File: config.mk
export PLATFORM = sky130hd
export DESIGN_NAME = tgr_ctrl
export DESIGN_NICKNAME = d
export VERILOG_FILES = /design/src/tgr_pkg.sv /design/src/tgr_ctrl.sv
export SDC_FILE = /design/constraint.sdc
export NUM_CORES = 1
export LEC_CHECK = 0
export BUFFER_PORTS_ARGS = -buffer_cell sky130_fd_sc_hd__buf_4
export CORE_MARGIN = 3
export CORE_UTILIZATION = 53
export DETAILED_ROUTE_END_ITERATION = 10
export MAX_ROUTING_LAYER = met4
export PLACE_DENSITY_LB_ADDON = 0.08
export SYNTH_ARGS = -nofsm -noshare
export SYNTH_HDL_FRONTEND = slang
export SYNTH_SLANG_ARGS = --single-unit
export TNS_END_PERCENT = 30
File: constraint.sdc
create_clock -name clk -period 2.1 [get_ports clk]
set_clock_uncertainty 0.05 [all_clocks]
set_input_delay 0.21 -clock clk [delete_from_list [all_inputs] [get_ports clk]]
set_output_delay 0.21 -clock clk [all_outputs]
set_load 0.02 [all_outputs]
File: src/tgr_pkg.sv
// Touch gesture recognizer: shared types, codes and constants.
// Used by the controller, the datapath and the top level.
package tgr_pkg;

    typedef enum logic [2:0] {
        M_NONE, M_HOLDING, M_HELD, M_TAPPED, M_FREE, M_HORIZ, M_VERT, M_PINCH
    } mode_t;

    typedef enum logic [1:0] {K_PRESS, K_RELEASE, K_MOVE, K_UPDATE} kind_t;

    typedef enum logic [3:0] {
        C_IDLE, C_SCAN, C_MUL, C_CMP, C_DLOAD, C_DIV, C_DBLEND, C_DFIN, C_EXEC, C_EMIT
    } ctl_state_t;

    localparam logic [3:0] G_TAP       = 4'd0;
    localparam logic [3:0] G_DTAP      = 4'd1;
    localparam logic [3:0] G_HOLD      = 4'd2;
    localparam logic [3:0] G_HDRAG     = 4'd3;
    localparam logic [3:0] G_VDRAG     = 4'd4;
    localparam logic [3:0] G_FDRAG     = 4'd5;
    localparam logic [3:0] G_PINCH     = 4'd6;
    localparam logic [3:0] G_FLICK     = 4'd7;
    localparam logic [3:0] G_DRAGDONE  = 4'd8;
    localparam logic [3:0] G_PINCHDONE = 4'd9;

    localparam logic [2:0] CFG_MASK   = 3'd0;
    localparam logic [2:0] CFG_THR    = 3'd1;
    localparam logic [2:0] CFG_DTAP   = 3'd2;
    localparam logic [2:0] CFG_HOLD   = 3'd3;
    localparam logic [2:0] CFG_FLICK  = 3'd4;

    localparam logic [7:0] NONE_ID    = 8'hFF;
    localparam int         DIV_STEPS  = 35;
    localparam logic [34:0] VEL_SCALE = 35'd256000;
    localparam logic [6:0]  VEL_ALPHA = 7'd115;

    typedef struct packed {
        logic [3:0]  gesture;
        logic [15:0] fx;
        logic [15:0] fy;
        logic [15:0] sx;
        logic [15:0] sy;
        logic [15:0] fdx;
        logic [15:0] fdy;
        logic [15:0] sdx;
        logic [15:0] sdy;
        logic [7:0]  ff;
        logic [7:0]  sf;
        logic        last;
    } res_t;

    typedef struct packed {
        logic       latch;
        logic       scan_step;
        logic       mul;
        logic       cmp;
        logic       dload;
        logic       div_step;
        logic       dblend;
        logic       dfin;
        logic       axis;
        logic       exec;
        logic       emit;
        logic [1:0] emit_idx;
        logic       emit_last;
    } cmd_t;

    typedef struct packed {
        kind_t      kind;
        logic       scan_done;
        logic       need_div;
        logic [1:0] res_n;
        logic       out_free;
    } sts_t;

    function automatic res_t mk_res(logic [3:0] g, logic [15:0] fx, logic [15:0] fy,
                                    logic [15:0] sx, logic [15:0] sy,
                                    logic [15:0] fdx, logic [15:0] fdy,
                                    logic [15:0] sdx, logic [15:0] sdy,
                                    logic [7:0] ff, logic [7:0] sf);
        res_t r;
        r.gesture = g;
        r.fx = fx; r.fy = fy; r.sx = sx; r.sy = sy;
        r.fdx = fdx; r.fdy = fdy; r.sdx = sdx; r.sdy = sdy;
        r.ff = ff; r.sf = sf;
        r.last = 1'b0;
        return r;
    endfunction

endpackage

File: src/tgr_ctrl.sv
// Touch gesture recognizer: sequencing state machine.
// Depends on tgr_pkg; drives the datapath by cmd_t and watches sts_t.
module tgr_ctrl
    import tgr_pkg::*;
(
    input  logic clk,
    input  logic rst_n,
    input  logic in_valid,
    output logic in_ready,
    input  sts_t sts,
    output cmd_t cmd
);

    ctl_state_t state_reg, state_next;
    logic [5:0] div_cnt_reg, div_cnt_next;
    logic       axis_reg, axis_next;
    logic [1:0] emit_j_reg, emit_j_next;
    logic       emit_last;

    assign emit_last = (emit_j_reg == sts.res_n - 2'd1);

    always_ff @(posedge clk or negedge rst_n)
    begin
        if (!rst_n)
        begin
            state_reg  <= C_IDLE;
            div_cnt_reg <= '0;
            axis_reg   <= 1'b0;
            emit_j_reg <= '0;
        end
        else
        begin
            state_reg  <= state_next;
            div_cnt_reg <= div_cnt_next;
            axis_reg   <= axis_next;
            emit_j_reg <= emit_j_next;
        end
    end

    always_comb
    begin
        state_next   = state_reg;
        div_cnt_next = div_cnt_reg;
        axis_next    = axis_reg;
        emit_j_next  = emit_j_reg;
        unique case (state_reg)
            C_IDLE:
            begin
                if (in_valid)
                    state_next = C_SCAN;
            end
            C_SCAN:
            begin
                if (sts.kind != K_RELEASE || sts.scan_done)
                    state_next = C_MUL;
            end
            C_MUL:
                state_next = C_CMP;
            C_CMP:
            begin
                axis_next = 1'b0;
                state_next = sts.need_div ? C_DLOAD : C_EXEC;
            end
            C_DLOAD:
            begin
                div_cnt_next = '0;
                state_next = C_DIV;
            end
            C_DIV:
            begin
                div_cnt_next = div_cnt_reg + 6'd1;
                if (div_cnt_reg == 6'(DIV_STEPS - 1))
                    state_next = C_DBLEND;
            end
            C_DBLEND:
                state_next = C_DFIN;
            C_DFIN:
            begin
                axis_next = 1'b1;
                state_next = axis_reg ? C_EXEC : C_DLOAD;
            end
            C_EXEC:
            begin
                emit_j_next = '0;
                state_next = C_EMIT;
            end
            C_EMIT:
            begin
                if (sts.res_n == 2'd0)
                    state_next = C_IDLE;
                else if (sts.out_free)
                begin
                    emit_j_next = emit_j_reg + 2'd1;
                    if (emit_last)
                        state_next = C_IDLE;
                end
            end
            default:
                state_next = C_IDLE;
        endcase
    end

    always_comb
    begin
        cmd = '0;
        cmd.axis = axis_reg;
        cmd.emit_idx = emit_j_reg;
        cmd.emit_last = emit_last;
        in_ready = (state_reg == C_IDLE);
        unique case (state_reg)
            C_IDLE:   cmd.latch = in_valid;
            C_SCAN:   cmd.scan_step = (sts.kind == K_RELEASE) && !sts.scan_done;
            C_MUL:    cmd.mul = 1'b1;
            C_CMP:    cmd.cmp = 1'b1;
            C_DLOAD:  cmd.dload = 1'b1;
            C_DIV:    cmd.div_step = 1'b1;
            C_DBLEND: cmd.dblend = 1'b1;
            C_DFIN:   cmd.dfin = 1'b1;
            C_EXEC:   cmd.exec = 1'b1;
            C_EMIT:   cmd.emit = (sts.res_n != 2'd0) && sts.out_free;
            default:  cmd = cmd;
        endcase
    end

endmodule

==> flow_summary.json, run 1 <==
{
  "ir_drop_mv": 0.862,
  "wire_per_inst_um": 13.9,
  "clkLatencyLatePin_ps": 270,
  "met2_usage_pct": 32.6,
  "finalCritPeriodShare_pct": 89.7,
  "fp.dieArea_sq_mm": 0.00210,
  "synth-edff-count": 0,
  "start_util_pct": 60.0,
  "tns_ps": 0,
  "ys_warn_count": 0,
  "synth_cell_type_count": 31,
  "io_pins": 25,
  "synth_top_cell_by_area": "dfrtp_1",
  "clk_pin_slew_worst_paths_ps": 80,
  "viasPerCell": 5.74,
  "internal_power_uw": 650,
  "leakagePower_nw": 0.498,
  "wirelength_um": 1880,
  "drt_iter0_drc": 20,
  "clkSinkCount": 13,
  "setup_viol": 0,
  "endpoint_kind": "output pin",
  "drive_gt1_share_pct": 25.0,
  "syn-cell-area_sq_um": 840,
  "first_pass_iters": 4,
  "async_flop_share_pct": 100,
  "use_met1_pct": 24.8,
  "synth_seq_cells": 13,
  "grt_pass1_wl_um": 2970,
  "start_kind": "flip-flop",
  "dp_cells": 130,
  "p_sw_share_pct": 46.4,
  "cts_tree": "yes",
  "final_cells": 135,
  "worst_pin_slew_ps": 517,
  "nets": 134,
  "core_sq_mm": 0.00140,
  "fmax_mhz": 531,
  "grt_pass1_vias": 684,
  "worstSetupPathType": "reg -> out",
  "io_buffers": 24,
  "ant_nets": 0,
  "grt_antenna_before_repair": 0,
  "hold_viol": 0,
  "path_max_fanout": 12,
  "area_delta_synth_final_pct": 23.1,
  "synth_ff_type": "dfrtp_1",
  "cap_viol_max_count": 0,
  "antenna_cells": 0,
  "crit_arrival_ps": 1620,
  "overflow": 0,
  "synth.top_cell.area_share_pct": 38.7,
  "hpwl_um": 1440,
  "busiest_layer": "met2",
  "yosysSeqAreaShare_pct": 38.7,
  "status": "complete, no violations",
  "yosys-top-cells-area": "dfrtp_1 (39%), nor3_1 (5.4%), o21ai_0 (4.8%)",
  "maxSlewViolCount": 0,
  "synth_area_per_cell_sq_um": 8.57,
  "clock_path_buffers": 2,
  "grt_max_degree": 15,
  "num_rows": 13,
  "grt_usage_pct": 20.0,
  "drc_errors": 0,
  "seq_power_share_pct": 38.6,
  "htreeDepth": 1,
  "dieHeight_um": 45.8,
  "relSlewSlack_pct": 65.5,
  "rsz0062_at_grt": "false",
  "pwr-share-clk_pct": 12.4,
  "worstHoldPathType": "in -> reg",
  "globalplace.congestion": 0.798,
  "total_power_mw": 1.21,
  "ctsResizeCount": 0,
  "die_w_um": 45.8,
  "crit_chain": "inv_1 > nand2_1 > nor3_1 > buf_4",
  "largest_register_ffs": 6,
  "period_minus_slack_ps": 1880,
  "pwr-share-comb_pct": 49.0,
  "power_density_mw_per_mm2": 1170,
  "cpMaxStageDelayCell": "dfrtp_1",
  "cts_buffers": 3,
  "cp.required_ps": 1840,
  "slowest_delay_ps": 520,
  "vias": 775,
  "grt_util_met3_pct": 5.93,
  "syn_nets": 111,
  "netlist_instances": 98,
  "root_buffer": "clkbuf_4",
  "power_switching_uw": 563
}
-- final cells by class --
cell class | instances | area, sq um
Sequential cell | 13 | 325
Tap cell | 15 | 18.8
Timing Repair Buffer | 25 | 190
Inverter | 9 | 33.8
Fill cell | 114 | 365
Clock buffer | 4 | 26.3
Multi-Input combinational cell | 69 | 439
-- synth_stat cells, types with 2 or more instances --
| cell | number |
|---|---|
| a21oi_1 | 5 |
| inv_1 | 9 |
| buf_4 | 3 |
| dfrtp_1 | 13 |
| nand2_1 | 9 |
| nand4bb_1 | 2 |
| nor2_1 | 7 |
| nor3_1 | 9 |
| nor4_1 | 3 |
| o21ai_0 | 8 |
| nand2b_1 | 3 |
| xor2_1 | 2 |
| xnor2_1 | 2 |
| buf_2 | 3 |
| ha_1 | 3 |
| nand4_1 | 2 |
-- layer usage --
metal  wire length, um  part of all wire [%]  vias up
met4                 6                  0.32        0
met3                99                   5.3        2
li1                  -                     -      389
met2               926                    49       24
met5                 0                     0        -
met1               843                    45      360
-- worst max-delay path: cells and delay by family (launching register included) --
family	cells	cell delay, ps
buf+inv	2	430
flops	1	520
simple gates	2	400
-- cells in the final DEF (no fill, tap or decap), drive strengths merged --
cell	instances
buf	24
dfrtp	13
inv	9
nand2	9
nor3	9
o21ai	8
nor2	7
a21oi	5
clkbuf	4
nand2b	3
nor4	3
ha	3
nand4bb	2
xnor2	2
nand4	2
xor2	2
or3b	2
a2111oi	2
and2	1
nor3b	1
and3	1
o22ai	1
nand3b	1
o21a	1
o32a	1
a211o	1
a31oi	1
a211oi	1
dlygate4sd3	1
-- power groups by stage --
stage	sequential [mW]	combinational, mW	clock [mW]
floorplan	0.386	0.495	0
global placement	0.464	0.574	0
detailed placement	0.468	0.592	0
CTS	0.464	0.596	0.156
global route	0.485	0.652	0.170
finish	0.469	0.595	0.150
-- cells by family (layout without fill, tap and decap cells) --
family	count (synthesis)	count (layout)	share of synthesized area, %
AOI/OAI and AO/OA	21	21	16.2
buffers and inverters	16	38	8.94
xor gates and xnor gates	4	4	4.17
and+or+nand+nor	41	41	27.4
DFF	13	13	38.7
adders and majority gates	3	3	4.47
-- final timing paths --
check / from / slack, ps / depth (start not counted) / end
worst min register to register: div_cnt_reg[0]$_DFFE_PN0P_ / 490 / 1 / div_cnt_reg[0]$_DFFE_PN0P_
min in group asynchronous: rst_n / 260 / 2 / div_cnt_reg[5]$_DFFE_PN0P_
max in group asynchronous: rst_n / 1580 / 2 / state_reg[1]$_DFFE_PN0P_
worst max register to register: state_reg[2]$_DFFE_PN0P_ / 420 / 4 / state_reg[0]$_DFFE_PN0P_
worst max-delay path: state_reg[2]$_DFFE_PN0P_ / 220 / 4 / cmd[4]
worst min-delay path: in_valid / 120 / 2 / state_reg[0]$_DFFE_PN0P_
-- through the flow --
| stage | setup slack, ps | hold WS, ps | instance area, sq um | util, % |
|---|---|---|---|---|
| global placement | 425 | 13.6 | 997 | 71.3 |
| floorplan | 144 | -136 | 840 | - |
| detailed placement | 367 | 14.3 | 997 | 71.3 |
| global route | 58.2 | 105 | 1030 | 73.9 |
| CTS | 228 | 113 | 1030 | 73.9 |
| finish | 217 | 118 | 1030 | 73.9 |
-- repair_timing --
action	CTS	global route
buffers inserted	0	0
hold buffers	1	0
endpoints found under the hold margin	13	0
(Power assumes the default switching activity.)
==> run 2, diff against run 1 <==
Settings changed: CORE_UTILIZATION 53 to 49.
Clock period 2.1 ns to 2 ns, I/O delays scaled along.
==> run 2 against run 1 <==
Critical path depth down 1. Cell area up 0.12%. Sequential share of layout area about the same. Setup slack lost 50 ps. Combinational power grew 2%. Non-clock buffer count did not move. Die area grew 7.1%. Global-route usage down 1.7 points. Largest power group unchanged.
==> flow_summary.json, run 2 (synthesis gave the netlist of run 1 again) <==
{
  "io_pins": 25,
  "overflow": 0,
  "cts_tree": "yes",
  "status": "complete, no violations",
  "first_pass_iters": 4,
  "ctsResizeCount": 0,
  "cts_hold_buffers": 1,
  "cp.required_ps": 1750,
  "start_util_pct": 53.9,
  "fmax_mhz": 546,
  "clk_pin_slew_worst_paths_ps": 80,
  "grt_usage_pct": 18.3,
  "period_minus_slack_ps": 1830,
  "globalplace.congestion": 0.828,
  "setup_viol": 0,
  "hp-start": "in_valid",
  "cpMaxStageDelayCell": "dfrtp_1",
  "dieHeight_um": 47.4,
  "hold_depth": 2,
  "ff2ff_setup_slack_ps": 330,
  "dp_slack_ps": 261,
  "root_buffer": "clkbuf_4",
  "grt_antenna_before_repair": 0,
  "path_max_fanout": 12,
  "viasPerCell": 5.46,
  "hpwl_um": 1310,
  "wirelength_um": 1690,
  "maxSlewViolCount": 0,
  "layout_commonest_cell": "buf_4",
  "rsz0062_at_grt": "false",
  "num_rows": 14,
  "htreeDepth": 1,
  "worstSetupPathType": "reg -> out",
  "placed_cell_area_sq_um": 998,
  "slowest_delay_ps": 500,
  "leakagePower_nw": 0.498,
  "worst_pin_slew_ps": 507,
  "clock_path_buffers": 2,
  "worstHoldPathType": "in -> reg",
  "crit_chain": "nor4_1 > and2_1 > buf_4",
  "timing.final.ws_setup_ps": 168,
  "crit_arrival_ps": 1580,
  "rr_endpoint": "state_reg[0]$_DFFE_PN0P_",
  "relSlewSlack_pct": 66.1,
  "die_w_um": 47.4,
  "ir_drop_mv": 0.967,
  "io_buffers": 24,
  "timing.hold.ws_ps": 100,
  "rr_startpoint": "state_reg[1]$_DFFE_PN0P_",
  "postLayoutCellArea_sq_mm": 0.00103,
  "ant_nets": 0,
  "drive_gt1_share_pct": 25.0,
  "vias": 742,
  "final_cell_mix": "buf_4 (24), dfrtp_1 (13), inv_1 (9), nand2_1 (9), nor3_1 (9)",
  "grt_pass1_vias": 625,
  "antenna_cells": 0,
  "hold_viol": 0,
  "reg2reg_depth": 3,
  "endpoint_kind": "output pin",
  "nets": 134,
  "start_kind": "flip-flop",
  "power_density_mw_per_mm2": 1210,
  "area_delta_synth_final_pct": 23.2,
  "drt_iter0_drc": 8,
  "cts_buffers": 3,
  "tns_ps": 0,
  "drc_errors": 0,
  "utilization_pct": 66.4,
  "finalCritPeriodShare_pct": 91.6,
  "clkLatencyLatePin_ps": 280,
  "grt_pass1_wl_um": 2790,
  "largest_register_ffs": 6,
  "worstHoldEndpoint": "state_reg[0]$_DFFE_PN0P_",
  "cap_viol_max_count": 0,
  "clkSinkCount": 13,
  "wire_per_inst_um": 12.4,
  "fp.dieArea_sq_mm": 0.00225,
  "core_sq_mm": 0.00156,
  "cts_setup_buffers": 0,
  "grt_max_degree": 15
}
[run 2: cell counts in the layout (fill, tap and decap cells not counted)]
No cell type changed its count.
[run 2: stage by stage]
stage	total power [mW]	cells
5_1_grt	1.37	136
4_1_cts	1.27	136
2_1_floorplan	0.925	98
6_report	1.25	136
3_5_place_dp	1.10	131
3_3_place_gp	1.09	131
[run 2: layout make-up]
type / count / area [sq um]
inverters: 9 / 33.8
multi-input cells: 69 / 439
repair buffers: 25 / 190
clock buffers: 4 / 26.3
flip-flops and latches: 13 / 325
well taps: 16 / 20.0
fillers: 140 / 524
[run 2: worst max path at each step]
stage / start / endpoint / cells past startpoint
finish: state_reg[1]$_DFFE_PN0P_ / cmd[13] / 3
global route: state_reg[1]$_DFFE_PN0P_ / cmd[12] / 3
CTS: state_reg[3]$_DFFE_PN0P_ / cmd[9] / 3
detailed placement: sts[1] / state_reg[0]$_DFFE_PN0P_ / 7
global placement: sts[1] / state_reg[0]$_DFFE_PN0P_ / 7
floorplan: state_reg[3]$_DFFE_PN0P_ / cmd[13] / 3
[run 2: critical path: cells and delay by family (launching register included)]
kind / cells / cell delay, ps
flip-flops: 1 / 500
AND/OR/NAND/NOR: 2 / 670
buffers and inverters: 1 / 130
[run 2: metal layers]
layer	global-route usage, %	vias to the layer above	routed length (um)
met2	24.3	21	759
met1	26.3	332	797
li1	-	385	-
met5	-	-	0
met4	4.97	0	18
met3	5.75	4	110
[run 2: report_power, final]
part           internal (mW)  switching, mW  leakage [nW]
combinational          0.263          0.345         0.321
sequential             0.341          0.147         0.162
clock                 0.0774         0.0816        0.0150
total                  0.681          0.573         0.498
==> run 3, diff against run 2 <==
==> constraint.sdc (replaced) <==
create_clock -name clk -period 2 [get_ports clk]
set_clock_uncertainty 0.05 [all_clocks]
set_input_delay 0.4 -clock clk [delete_from_list [all_inputs] [get_ports clk]]
set_output_delay 0.4 -clock clk [all_outputs]
set_load 0.02 [all_outputs]
==> run 3 against run 2 <==
Worst hold slack better by 200 ps. Critical endpoint is now cmd[4]. Combinational power rose by 18%. Utilization up 4.4 points. Largest power group unchanged. Global-route usage grew 0.92 points. Via count grew 3.8%. Sequential cell count is the same. Cell area up 6.7%. Register-to-register slack better by 20 ps. Critical path depth rose by 1. Setup slack worse by 110 ps. Clock power grew 6%. Largest cell class unchanged. Clock-buffer cell count unchanged.
==> flow_summary.json, run 3 (synthesis gave the netlist of run 1 again) <==
{
  "crit_chain": "inv_2 > nand2_1 > nor3_2 > buf_4",
  "clkSinkCount": 13,
  "fill_cells": 130,
  "num_rows": 14,
  "start_kind": "flip-flop",
  "worstSetupPathType": "reg -> out",
  "start_util_pct": 53.9,
  "wirelength_um": 1940,
  "slowest_delay_ps": 510,
  "drt_iter0_drc": 6,
  "ir_drop_mv": 0.750,
  "path_max_fanout": 12,
  "fp.dieArea_sq_mm": 0.00225,
  "viasPerCell": 5.50,
  "finalCritPeriodShare_pct": 97.1,
  "clkLatencyLatePin_ps": 280,
  "crit_arrival_ps": 1490,
  "grt_usage_pct": 19.2,
  "power_density_mw_per_mm2": 1260,
  "area_delta_synth_final_pct": 31.4,
  "status": "complete, no violations",
  "layout_commonest_cell": "buf_4",
  "grt_max_degree": 14,
  "total_power_mw": 1.39,
  "period_minus_slack_ps": 1940,
  "first_pass_iters": 4,
  "clk_pin_slew_worst_paths_ps": 80,
  "cp.required_ps": 1550,
  "io_buffers": 24,
  "drc_errors": 0,
  "setup_viol": 0,
  "cts_buffers": 3,
  "dieHeight_um": 47.4,
  "maxSlewViolCount": 0,
  "grt_antenna_before_repair": 0,
  "cap_viol_max_count": 0,
  "tns_ps": 0,
  "grt_pass1_wl_um": 2950,
  "final_cell_mix": "buf_4 (28), dfrtp_1 (10), nand2_1 (9)",
  "overflow": 0,
  "htreeDepth": 1,
  "fmax_mhz": 515,
  "io_pins": 25,
  "vias": 770,
  "clock_path_buffers": 2,
  "nets": 138,
  "die_w_um": 47.4,
  "globalplace.congestion": 0.835,
  "leakagePower_nw": 0.519,
  "endpoint_kind": "output pin",
  "cp_num_buf_inv": 2,
  "worst_pin_slew_ps": 533,
  "antenna_cells": 0,
  "core_sq_mm": 0.00156,
  "hold_viol": 0,
  "ant_nets": 0,
  "grt_pass1_vias": 666,
  "timing.hold.ws_ps": 299,
  "worstHoldPathType": "in -> reg",
  "largest_register_ffs": 6,
  "wire_per_inst_um": 13.8,
  "postLayoutCellArea_sq_mm": 0.00110,
  "critPathTopFamily": "flip-flops",
  "hpwl_um": 1380,
  "cts_tree": "yes",
  "placed_cell_area_sq_mm": 0.00102,
  "cpMaxStageDelayCell": "dfrtp_2",
  "root_buffer": "clkbuf_4",
  "drive_gt1_share_pct": 34.7,
  "relSlewSlack_pct": 64.4
}
==> run 3: worst paths after layout <==
kind | cells past startpoint | to | from | slack [ps]
worst max register to register | 3 | state_reg[0]$_DFFE_PN0P_ | state_reg[1]$_DFFE_PN0P_ | 350
min in group asynchronous | 2 | emit_j_reg[0]$_DFFE_PN0P_ | rst_n | 450
worst min-delay path | 2 | state_reg[0]$_DFFE_PN0P_ | in_valid | 300
worst max-delay path | 4 | cmd[4] | state_reg[2]$_DFFE_PN0P_ | 60
worst min register to register | 1 | div_cnt_reg[0]$_DFFE_PN0P_ | div_cnt_reg[0]$_DFFE_PN0P_ | 480
max in group asynchronous | 2 | state_reg[2]$_DFFE_PN0P_ | rst_n | 1270
==> run 3: per-layer routing <==
metal,track usage (%),wire length (um),vias to the layer above
met5,-,0,-
met4,8.29,26,0
met3,3.45,79,4
met2,27.3,921,19
met1,26.4,909,351
li1,-,-,396
==> run 3: cell type report <==
type	count	area, sq um	area share [%]
repair buffers	29	220	20.0
flip-flops and latches	13	329	29.8
clock buffers	4	26.3	2.38
multi-input cells	69	474	43.0
well taps	16	20.0	1.81
inverters	9	33.8	3.06
==> run 3: repair_timing <==
action,CTS,global route
gates resized for setup,2,7
hold endpoints to repair,13,0
hold buffers,1,0
buffers inserted,0,2
setup endpoints to repair,2,7
==> run 3: where the power goes <==
| part | switching (mW) | internal, mW | total, mW |
|---|---|---|---|
| Clock | 0.0909 | 0.0774 | 0.168 |
| Combinational | 0.394 | 0.323 | 0.717 |
| Sequential | 0.157 | 0.347 | 0.504 |
==> run 3: metrics by stage <==
step | util, % | std cells | worst slack, ps
2_1_floorplan | - | 98 | 128
3_3_place_gp | 65.4 | 133 | 88.3
3_5_place_dp | 65.4 | 133 | 47.9
4_1_cts | 67.8 | 138 | 24.5
5_1_grt | 70.8 | 140 | -7.62
6_report | 70.8 | 140 | 58.0
